`src/rtl/arq_retransmit_slot_table_unit_macros.svh`:
```
// Assertion macros for the slot table RTL, used by arqst_back.
`ifndef ARQ_RETRANSMIT_SLOT_TABLE_UNIT_MACROS_SVH
`define ARQ_RETRANSMIT_SLOT_TABLE_UNIT_MACROS_SVH

`ifndef SYNTH

// Same-cycle implication, checked on every rising clk edge outside reset.
`define ARQST_ASSERT_IMPLIES(name, ante, cons) \
  name: assert property (@(posedge clk) disable iff (rst) (ante) |-> (cons)) \
    else $error("arqst: same-cycle check failed");

// Next-cycle implication, checked on every rising clk edge outside reset.
`define ARQST_ASSERT_NEXT(name, ante, cons) \
  name: assert property (@(posedge clk) disable iff (rst) (ante) |=> (cons)) \
    else $error("arqst: next-cycle check failed");

`else

`define ARQST_ASSERT_IMPLIES(name, ante, cons)
`define ARQST_ASSERT_NEXT(name, ante, cons)

`endif

`endif

```
`src/rtl/arqst_pkg.sv`:
```
// Types, codes and helper functions of the retransmit slot table.
package arqst_pkg;

  localparam int unsigned SEQ_W    = 8;
  localparam int unsigned HANDLE_W = 32;
  localparam int unsigned LEN_W    = 11;
  localparam int unsigned CHUNK_W  = 4;
  localparam int unsigned OCC_W    = 9;

  // Clear results sent for a retransmit timeout on an empty slot.
  localparam logic [CHUNK_W-1:0] MISS_CLEARS = 4'd8;

  localparam logic [OCC_W-1:0] OCC_LIMIT_RESET = 9'd240;
  localparam logic [OCC_W-1:0] OCC_MAX         = 9'd511;

  // Register index, taken from paddr[2].
  localparam logic REG_OCC_LIMIT = 1'b0;

  typedef enum logic [1:0] {
    MODE_INSERT = 2'd0,
    MODE_ACK    = 2'd1,
    MODE_RETX   = 2'd2,
    MODE_CLEAR  = 2'd3
  } mode_t;

  typedef enum logic [1:0] {
    KIND_STATUS = 2'd0,
    KIND_RESEND = 2'd1,
    KIND_CLEAR  = 2'd2
  } kind_t;

  typedef enum logic [1:0] {
    ST_IDLE,
    ST_EXEC,
    ST_EMIT
  } back_state_t;

  // Classified command passed from the front to the back.
  typedef struct packed {
    mode_t               mode;
    logic [SEQ_W-1:0]    seq;
    logic                in_table;
    logic [HANDLE_W-1:0] handle;
    logic [LEN_W-1:0]    length;
    logic [CHUNK_W-1:0]  chunks;
  } cmd_t;

  // One slot of the table memory.
  typedef struct packed {
    logic [HANDLE_W-1:0] handle;
    logic [LEN_W-1:0]    length;
    logic [CHUNK_W-1:0]  remaining;
    logic [CHUNK_W-1:0]  total;
  } entry_t;

  // One result item.
  typedef struct packed {
    kind_t               kind;
    logic                hit;
    logic                freed;
    logic [HANDLE_W-1:0] handle;
    logic [LEN_W-1:0]    length;
    logic [SEQ_W-1:0]    chunk_seq;
    logic                room;
    logic                last;
  } res_t;

  function automatic logic [OCC_W-1:0] occ_dec(input logic [OCC_W-1:0] occ);
    occ_dec = (occ == '0) ? occ : occ - 9'd1;
  endfunction

  function automatic logic [OCC_W-1:0] occ_inc(input logic [OCC_W-1:0] occ);
    occ_inc = (occ == OCC_MAX) ? occ : occ + 9'd1;
  endfunction

endpackage

```
`src/rtl/arqst_front.sv`:
```
// Input side: unpack, saturate and classify each item into a command.
module arqst_front #(
  parameter int unsigned SLOTS       = 256,
  parameter int unsigned MAX_CHUNKS  = 8,
  parameter int unsigned MAX_MESSAGE = 1024
) (
  input  logic              s_tvalid,
  output logic              s_tready,
  input  logic [55:0]       s_tdata,
  input  logic [1:0]        s_tuser,
  input  logic              q_full,
  output logic              q_push,
  output arqst_pkg::cmd_t   q_cmd
);

  localparam logic [16:0] MSG_CAP   = 17'(MAX_MESSAGE);
  localparam logic [3:0]  CHUNK_CAP = 4'(MAX_CHUNKS);
  localparam logic [8:0]  SLOT_CNT  = 9'(SLOTS);

  logic [arqst_pkg::SEQ_W-1:0]   seq;
  logic [arqst_pkg::LEN_W-1:0]   len_raw;
  logic [arqst_pkg::CHUNK_W-1:0] chunks_raw;

  assign seq        = s_tdata[7:0];
  assign len_raw    = s_tdata[50:40];
  assign chunks_raw = s_tdata[54:51];

  assign s_tready = !q_full;
  assign q_push   = s_tvalid && !q_full;

  always_comb begin
    q_cmd.mode     = arqst_pkg::mode_t'(s_tuser);
    q_cmd.seq      = seq;
    q_cmd.in_table = ({1'b0, seq} < SLOT_CNT);
    q_cmd.handle   = s_tdata[39:8];
    // clamp to the largest message and chunk count the link can carry
    q_cmd.length = ({6'd0, len_raw} > MSG_CAP) ? MSG_CAP[10:0] : len_raw;
    q_cmd.chunks = (chunks_raw > CHUNK_CAP) ? CHUNK_CAP : chunks_raw;
  end

endmodule

```
`config.mk`:
```
export PLATFORM = sky130hd
export DESIGN_NAME = arqst_front
export DESIGN_NICKNAME = d
export VERILOG_FILES = /design/src/rtl/arq_retransmit_slot_table_unit_macros.svh /design/src/rtl/arqst_pkg.sv /design/src/rtl/arqst_front.sv
export SDC_FILE = /design/constraint.sdc
export NUM_CORES = 1
export LEC_CHECK = 0
export BUFFER_PORTS_ARGS = -buffer_cell sky130_fd_sc_hd__buf_2
export CORE_MARGIN = 3
export CORE_UTILIZATION = 20
export DETAILED_ROUTE_END_ITERATION = 6
export GPL_ROUTABILITY_DRIVEN = 1
export GPL_TIMING_DRIVEN = 0
export PLACE_DENSITY = 0.84
export SLEW_MARGIN = 10
export SYNTH_ARGS = -nofsm -noshare
export SYNTH_HDL_FRONTEND = slang
export SYNTH_SLANG_ARGS = --single-unit
export TNS_END_PERCENT = 30
```
`constraint.sdc`:
```
create_clock -name vclk -period 0.8
set_input_delay 0.08 -clock vclk [all_inputs]
set_output_delay 0.08 -clock vclk [all_outputs]
set_load 0.02 [all_outputs]
```
Word-level counts from Yosys, hierarchy flattened
Cells that the tools add are included.
{ "word_totals": {"inputBits": 60, "regBits": 0, "output_inout_bits": 60, "word_cells": 6} }
{ "op_classes": {"muxes": 2, "n_reduce_logical": 2, "order_cmp": 2} }
{ "op_table": {"columns": ["op", "n"], "rows": [
  ["$gt 11x11->1 const B", 1],
  ["$mux 11", 1],
  ["$gt 4x4->1 const B", 1],
  ["$mux 4", 1],
  ["$logic_and 1x1->1", 1],
  ["$logic_not 1->1", 1]
]} }

Longest topological paths before layout
{ "logic_depth": {"depth_word": 2, "depth_mapped": 2, "depth_no_buf": 1} }

Worst setup path before layout
OpenSTA, ideal clock, no wires.
{ "synth_timing": {"kind": "input to output", "startpoint": "input port s_tdata[50]", "endpoint": "output port q_cmd[10] (netlist name)", "arrival_ps": 437, "n_path_buf": 1, "slack_ps": 283, "path_stages": 2, "required_time_ps": 720, "path_cell_list": "buf_6 > nor2b_2"} }
{ "synth_lines": {"columns": ["element", "line", "source"], "rows": [
  ["from (decl)", "arqst_front.sv:9", "input logic [55:0] s_tdata,"],
  ["to (decl)", "arqst_front.sv:13", "output arqst_pkg::cmd_t q_cmd"]
]} }

==> metrics.txt <==
outcome=completed; port bufs=75; sequential share of the synthesized area=0%; syn_area_per_cell=7.61 um2; Netlist Area Pre-Place=472 um2; # clk buffers=0; multiplexer share of the synthesized area=0%; Fin. Hold Viols=0; core area=2100 um2; fin. max-slew vios=0; Initial DRC Count=1; Die Y=54.6 um; GRT overflow=0; Period minus WS final=585 ps; Ant. Diodes=0; post-synth cell types=8; Core Rows=16; vias per std cell=3.43; Area Overhead vs Synth=86.7%; final WL=1.72 mm; Final setup viols=0; Slowest cell on crit path=buf_2; CP bufs+invs=2; fmax=1.71 GHz; worst hold start=s_tdata[50]; HP Class=in -> out; Post-Synth XOR/XNOR Area=0%; drt pass-1 iters=2; Tcrit/Tclk final=73.1%; Synth Area in Adders=0%; initial antenna violation count=0; vias in the first global route=442; # IOs=120; Worst Setup Path Type=in -> out; post-route setup TNS=0 ps; largest family of logic cells by synthesized area=buffers and inverters; worst path required time=720 ps; share of layout cells above drive strength 1=94.2%; DR WL/cell=10.5 um; Post-CTS Setup Inserts=0; hold path cells=2; DR vias=562; die width=54.6 um; RSZ-0062 raised after global routing=false; total track usage=8.31%; Final Core Density=41.9%; Max Fanout on Critical Path=4; Startpoint Class=input pin; drt drc=0; endpoint with the worst hold slack=q_cmd[14]; Top cell by count, worst path=buf_2; syn nets=122; Hold Buf Count CTS=0; simple-gate portion of the synthesized area=26.0%; post-synthesis compound-gate area fraction=0%; final antenna-violating net count=0; MaxCap Viol Count=0; Final #Nets=199; worst vdd ir=0.339 mV; Seq cells=0; largest net degree at the start of global routing=11; first-pass GRT wire length=1.83 mm; Final GP Congestion=0.647; synth warn=0; Post-Syn Instances=62; Leakage=0.579 nW; die area=2980 um2; critical path, cell by cell=buf_2, nor2b_1, buf_2; Crit path max-delay family=buffers and inverters; register cell area after layout=0 um2; peak per-stage delay on the critical path=180 ps; Starting Density=22.4%; Filler cells=219; post-CTS sizing=0; crit path DAT=500 ps; Overall Power=0.000610 W; power density over the cells=692 nW/um2; crit path capture type=primary output
cell type report:
class | instances | area (um2) | area share, %
inverters | 1 | 3.75 | 0.426
multi-input cells | 15 | 126 | 14.3
well taps | 27 | 33.8 | 3.84
repair buffers | 75 | 375 | 42.6
plain buffers | 46 | 342 | 38.8
cells in the mapped netlist:
library cell / number / area [um2]
nor2b_2: 8 / 70.1
inv_1: 1 / 3.75
clkbuf_1: 2 / 7.51
nor2b_4: 2 / 27.5
conb_1: 1 / 3.75
buf_6: 1 / 11.3
nor2b_1: 4 / 25.0
buf_4: 43 / 323
power by group:
| part | internal (W) | switching, W |
|---|---|---|
| Sequential | 0 | 0 |
| Clock | 0 | 0 |
| Combinational | 0.000296 | 0.000313 |
kinds of logic after synthesis:
group | after synthesis
and+or+nand+nor | 14
other | 1
buffers and inverters | 47
worst max-delay path by stage:
stage,startpoint,to,slack (ps),cells past startpoint
global placement,s_tdata[54],q_cmd[2],210,3
CTS,s_tdata[54],q_cmd[2],200,3
detailed placement,s_tdata[54],q_cmd[2],200,3
global route,s_tdata[54],q_cmd[1],160,3
floorplan,s_tdata[50],q_cmd[10],280,2
finish,s_tdata[54],q_cmd[2],220,3
metrics by stage:
stage	cells	worst slack, ps	hold slack, ps	cell area [um2]
5_1_grt	164	163	379	881
6_report	164	215	373	881
4_1_cts	164	200	377	881
3_5_place_dp	164	200	377	881
3_3_place_gp	164	211	377	881
2_1_floorplan	62	283	237	472
layer usage:
layer	global-route usage, %	routed length [um]	vias up
li1	-	-	287
met1	7.05	423	212
met2	20.3	1010	63
met3	0.545	285	0
met4	0	0	0
met5	0	0	-
placed cells by master (no fill, tap or decap):
master and n:
inv_1 1, nor2b_2 8, buf_4 43, conb_1 1
clkbuf_1 2, buf_2 75, buf_6 1, nor2b_4 2
nor2b_1 4
No activity file was read; power rests on OpenSTA's default activity.
