`src/rtl/arq_retransmit_slot_table_unit_macros.svh`:
```
// Assertion macros for the slot table RTL, used by arqst_back.
`ifndef ARQ_RETRANSMIT_SLOT_TABLE_UNIT_MACROS_SVH
`define ARQ_RETRANSMIT_SLOT_TABLE_UNIT_MACROS_SVH

`ifndef SYNTH

// Same-cycle implication, checked on every rising clk edge outside reset.
`define ARQST_ASSERT_IMPLIES(name, ante, cons) \
  name: assert property (@(posedge clk) disable iff (rst) (ante) |-> (cons)) \
    else $error("arqst: same-cycle check failed");

// Next-cycle implication, checked on every rising clk edge outside reset.
`define ARQST_ASSERT_NEXT(name, ante, cons) \
  name: assert property (@(posedge clk) disable iff (rst) (ante) |=> (cons)) \
    else $error("arqst: next-cycle check failed");

`else

`define ARQST_ASSERT_IMPLIES(name, ante, cons)
`define ARQST_ASSERT_NEXT(name, ante, cons)

`endif

`endif

```
`src/rtl/arqst_pkg.sv`:
```
// Types, codes and helper functions of the retransmit slot table.
package arqst_pkg;

  localparam int unsigned SEQ_W    = 8;
  localparam int unsigned HANDLE_W = 32;
  localparam int unsigned LEN_W    = 11;
  localparam int unsigned CHUNK_W  = 4;
  localparam int unsigned OCC_W    = 9;

  // Clear results sent for a retransmit timeout on an empty slot.
  localparam logic [CHUNK_W-1:0] MISS_CLEARS = 4'd8;

  localparam logic [OCC_W-1:0] OCC_LIMIT_RESET = 9'd240;
  localparam logic [OCC_W-1:0] OCC_MAX         = 9'd511;

  // Register index, taken from paddr[2].
  localparam logic REG_OCC_LIMIT = 1'b0;

  typedef enum logic [1:0] {
    MODE_INSERT = 2'd0,
    MODE_ACK    = 2'd1,
    MODE_RETX   = 2'd2,
    MODE_CLEAR  = 2'd3
  } mode_t;

  typedef enum logic [1:0] {
    KIND_STATUS = 2'd0,
    KIND_RESEND = 2'd1,
    KIND_CLEAR  = 2'd2
  } kind_t;

  typedef enum logic [1:0] {
    ST_IDLE,
    ST_EXEC,
    ST_EMIT
  } back_state_t;

  // Classified command passed from the front to the back.
  typedef struct packed {
    mode_t               mode;
    logic [SEQ_W-1:0]    seq;
    logic                in_table;
    logic [HANDLE_W-1:0] handle;
    logic [LEN_W-1:0]    length;
    logic [CHUNK_W-1:0]  chunks;
  } cmd_t;

  // One slot of the table memory.
  typedef struct packed {
    logic [HANDLE_W-1:0] handle;
    logic [LEN_W-1:0]    length;
    logic [CHUNK_W-1:0]  remaining;
    logic [CHUNK_W-1:0]  total;
  } entry_t;

  // One result item.
  typedef struct packed {
    kind_t               kind;
    logic                hit;
    logic                freed;
    logic [HANDLE_W-1:0] handle;
    logic [LEN_W-1:0]    length;
    logic [SEQ_W-1:0]    chunk_seq;
    logic                room;
    logic                last;
  } res_t;

  function automatic logic [OCC_W-1:0] occ_dec(input logic [OCC_W-1:0] occ);
    occ_dec = (occ == '0) ? occ : occ - 9'd1;
  endfunction

  function automatic logic [OCC_W-1:0] occ_inc(input logic [OCC_W-1:0] occ);
    occ_inc = (occ == OCC_MAX) ? occ : occ + 9'd1;
  endfunction

endpackage

```
`src/rtl/arqst_cmdq.sv`:
```
// Two-entry command queue between the front and the back.
module arqst_cmdq (
  input  logic            clk,
  input  logic            rst,
  input  logic            push,
  input  arqst_pkg::cmd_t push_cmd,
  output logic            full,
  input  logic            pop,
  output logic            head_valid,
  output arqst_pkg::cmd_t head
);

  arqst_pkg::cmd_t entries [2];
  logic            wr_ptr;
  logic            rd_ptr;
  logic [1:0]      count;

  assign full       = (count == 2'd2);
  assign head_valid = (count != 2'd0);
  assign head       = entries[rd_ptr];

  always_ff @(posedge clk) begin
    if (rst) begin
      wr_ptr <= 1'b0;
      rd_ptr <= 1'b0;
      count  <= 2'd0;
    end else begin
      if (push) wr_ptr <= !wr_ptr;
      if (pop)  rd_ptr <= !rd_ptr;
      case ({push, pop})
        2'b10:   count <= count + 2'd1;
        2'b01:   count <= count - 2'd1;
        default: count <= count;
      endcase
    end
  end

  always_ff @(posedge clk) begin
    if (push) entries[wr_ptr] <= push_cmd;
  end

endmodule

```
`config.mk`:
```
export PLATFORM = sky130hd
export DESIGN_NAME = arqst_cmdq
export DESIGN_NICKNAME = d
export VERILOG_FILES = /design/src/rtl/arq_retransmit_slot_table_unit_macros.svh /design/src/rtl/arqst_pkg.sv /design/src/rtl/arqst_cmdq.sv
export SDC_FILE = /design/constraint.sdc
export NUM_CORES = 1
export LEC_CHECK = 0
export BUFFER_PORTS_ARGS = -buffer_cell sky130_fd_sc_hd__buf_2
export CAP_MARGIN = 5
export CORE_ASPECT_RATIO = 1.75
export CORE_MARGIN = 2
export CORE_UTILIZATION = 55
export DETAILED_ROUTE_END_ITERATION = 16
export PLACE_DENSITY = 0.93
export SLEW_MARGIN = 20
export SYNTH_ARGS = -nofsm -noshare
export SYNTH_HDL_FRONTEND = slang
export SYNTH_SLANG_ARGS = --single-unit
```
`constraint.sdc`:
```
create_clock -name clk -period 6.1 [get_ports clk]
set_input_delay 1.22 -clock clk [delete_from_list [all_inputs] [get_ports clk]]
set_output_delay 1.22 -clock clk [all_outputs]
set_load 0.02 [all_outputs]
```
; After elaboration in Yosys (flattened, before gate mapping)
; Memory sizes are Yosys's and may differ from the RTL's. A register that Yosys moved wholly into a read port is not among the register bits.
; Index checks and enable logic that the tools add are counted.
[word_totals]
register_bits = 4
inputBits = 62
memories = 1
elab_cells = 18
ramBits = 116
[memory_table]
columns = memory, words, word_bits, rd, rd_clocked_by_memory_dff, write_ports, line_no
row1 = entries, 2, 58, 1, 1, 1, arqst_cmdq.sv:13  ; arqst_pkg::cmd_t entries [2];
[op_classes]
eq_ne = 3
n_reduce_logical = 4
addsub = 2
n_mux = 5
[ops]
columns = cell, n
row1 = == test 2 bit (second input constant), 2
row2 = 2-to-1 mux 1 bit, 4
row3 = case mux 2 bit (2 select lines), 1
row4 = nonzero test 2 bit, 2
row5 = adder 2 x 1 -> 2 bit (second input constant), 1
row6 = == test 2 x 1 -> 1 bit (second input constant), 1
row7 = zero test 1 bit, 2
row8 = subtractor 2 x 1 -> 2 bit (second input constant), 1

; Longest topological paths before layout
[depth]
word_depth = 3
depth_mapped = 5
depth_no_buf = 5

; Worst setup path before layout
; OpenSTA, ideal clock, no wires.
[synth_timing]
path_type = input -> register
start = input push
end = memory entries[0][0] in the netlist's numbering, enable pin
setup_time_ns = 0.475
arrival_time_ns = 3.712
path_slack_ns = 1.912
cell_stages = 2
path_buffers = 0
path_cell_list = inv_1 -> nor2_1
[synth_between]
elab_chain_len = 2
[synth_lines]
columns = element, line_no
row1 = from (decl), arqst_cmdq.sv:5  ; input logic push,
row2 = 2-to-1 mux 1 bit, arqst_cmdq.sv:39  ; if (push) entries[wr_ptr] <= push_cmd;
row3 = 2-to-1 mux 1 bit (implied by the code), arqst_cmdq.sv:39
row4 = to (decl), arqst_cmdq.sv:13
; No other way between the ends.

==> summary.txt <==
Outcome
  – Status: finished clean

Layout
  – Ant diodes: 0
  – P&R area growth vs syn: 28.2%
  – Layout cells sized above 1: 59.7%
  – Nets@finish: 402
  – Design area: 5620 um^2
  – Layout Utilization: 71.5%
  – Commonest non-fill, non-tap cell in the layout: buf_2
  – Most frequent cells in the layout: 121 x buf_2, 116 x edfxtp_1, 58 x mux2_2, 17 x clkbuf_16, 9 x clkbuf_1

Synth
  – Register area share after synthesis: 81.8%
  – Leading area contributor after synthesis: edfxtp_1
  – Net count after synthesis: 265
  – Mapped Cells: 202
  – #FFs+latches synth: 121
  – Synth area leaders: edfxtp_1 79%, mux2_2 15%, dfxtp_1 2.3%
  – Synth warnings: 0
  – Count of cell types in the netlist: 16
  – Mean Syn Cell Area: 21.7 um^2
  – Top cell type's share of synthesized area: 79.5%
  – Post-synthesis cell area: 4380 um^2

STA
  – Count of final setup violators: 0
  – Hold_ws: 0.522 ns
  – Final hold vios: 0
  – Layout Skew: 0.00479 ns
  – Setup TNS Final: 0 ns
  – Worst Max-Slew Pin Slew: 0.766 ns
  – Minimum clock period: 3.12 ns
  – Final Slew Violations: 0
  – Highest clock rate: 0.320 GHz
  – RSZ-0062 raised after global routing: false
  – Slew headroom: 48.9%
  – Tcrit/Tclk final: 51.2%

Power
  – Gate power share: 11.1%
  – Leakage power: 2.15 nW
  – Peak supply drop: 307 uV
  – Total Power: 2.08 mW
  – P_sw: 0.453 mW
  – Power Density: 370 nW/um^2
  – Sw Share: 21.8%
  – Seq pwr share: 47.4%
  – P_int: 1.62 mW
  – Power share of the clock group: 41.5%

Routing
  – DR vias: 2284
  – Via/cell ratio: 5.17
  – Antenna-violating nets left: 0
  – First-iteration detailed-routing DRC count: 156
  – Post-Route WL: 7520 um
  – Drt drc: 0
  – Drt pass-1 iters: 4
  – Drt wl/cell: 17.0 um

Clocking
  – Clk slew on worst S/H paths: 0.05 ns
  – CTS Buf Count: 17
  – Number of setup buffers added after CTS: 0
  – CTS tree: yes
  – Clk buf depth: 2
  – Clk root buf: clkbuf_16
  – Post-CTS sizing: 0
  – Clk_lat worst skew: 0.40 ns
  – CTS Sinks: 121
  – Cts-stage hold buffer count: 0
  – CTS H-Tree Depth: 4

Floorplan
  – Core area: 7860 um^2
  – Initial Util: 55.8%
  – Row cnt: 43
  – Die Wd: 71.5 um
  – Io pins: 122
  – Die H: 122 um
  – Total Die Area: 8720 um^2

Worst setup path
  – RR Startpoint: wr_ptr
  – CP top delay family: buffers and inverters
  – Cells along the critical path: buf_4 -> mux2_2 -> buf_2
  – Crit path DAT: 1.90 ns
  – Worst-path maximum fanout: 58
  – Critical path's slowest cell: buf_4
  – Critical Path Start Type: flip-flop
  – Req. time, crit path: 4.88 ns
  – Max incr delay on CP: 0.56 ns
  – Buffer and inverter count on the worst path: 2
  – CP Class: flip-flop to output pin
  – Setup crit end kind: output pin

Place
  – Post-DP HPWL: 4820 um
  – Post-DP Area: 5090 um^2
  – Routability cong.: 0.727
  – Number of buffers added on ports: 121

Worst hold path
  – Min-delay src: rd_ptr
  – Hold WC Path Type: flip-flop to flip-flop

Global route
  – Vias in the first global route: 2347
  – First-pass GRT wire length: 11300 um
  – Largest net degree at the start of global routing: 59
  – GRT Total Usage: 17.9%
  – Initial antenna violation count: 0
  – Gr ovfl total: 0

Run
  – Max Cap Violations: 0
## area by class of cell
cell class	count	area, um^2
Clock buffer	30	514
Clock inverter	2	10.0
Fill cell	502	2240
Inverter	1	3.75
Multi-Input combinational cell	74	766
Sequential cell	121	3580
Tap cell	90	113
Timing Repair Buffer	124	628
## logic make-up after synthesis
logic type               Yosys count  share of synthesized area (%)
flip-flops                       121                           81.8
multiplexers                      58                           14.9
AO/OA/AOI/OAI                      2                          0.228
XOR/XNOR                           4                          0.800
adder cells (fa/ha/maj)            1                          0.286
buffers and inverters              7                          0.942
AND/OR/NAND/NOR                    9                           1.06
## worst register-to-register path: cells and delay by family (launching register included)
kind | cells | cell delay (ns)
buffers and inverters | 1 | 0.61
flip-flops | 1 | 0.40
AND/OR/NAND/NOR | 1 | 0.18
## routing by layer
metal | global-route usage (%) | part of all wire (%)
met1 | 19.8 | 37
met4 | 10.7 | 2.8
met5 | 0 | 0
met3 | 6.95 | 5.5
met2 | 29.0 | 55
## flip-flops by register name (all words and copies together), names as in the netlist, named ones only
register / flops
count: 2
entries: 116
rd_ptr: 1
wr_ptr: 1
## stage by stage
| step | cells | setup slack, ns |
|---|---|---|
| floorplan | 202 | 1.91 |
| detailed placement | 410 | 3.37 |
| CTS | 442 | 2.95 |
| global placement | 410 | 3.40 |
| global route | 442 | 2.88 |
| finish | 442 | 2.98 |
## cells in the mapped netlist
cell type / count
or3_1: 1
inv_1: 1
ha_1: 1
xor2_1: 1
buf_4: 3
edfxtp_1: 116
a21oi_1: 1
dfxtp_1: 5
and2b_2: 1
mux2_2: 58
or2_2: 1
o21ai_0: 1
nor2_1: 5
xnor2_1: 3
buf_2: 3
and2_1: 1
## path summary, 6_finish.rpt
path / endpoint / slack (ns) / cells past startpoint
worst min register to register: flip-flop / 0.52 / 2
worst max register to register: entries[1][42] / 4.52 / 2
worst max-delay path: head[15] / 2.98 / 3
worst min-delay path: flip-flop / 0.52 / 2
## power groups by stage
stage	clock network, mW	logic (mW)	registers [mW]
floorplan	0	0.151	0.998
global placement	0	0.227	0.996
detailed placement	0	0.233	1.00
CTS	0.877	0.234	0.985
global route	0.925	0.246	0.988
finish	0.862	0.231	0.984
No activity file was read; power rests on OpenSTA's default activity.
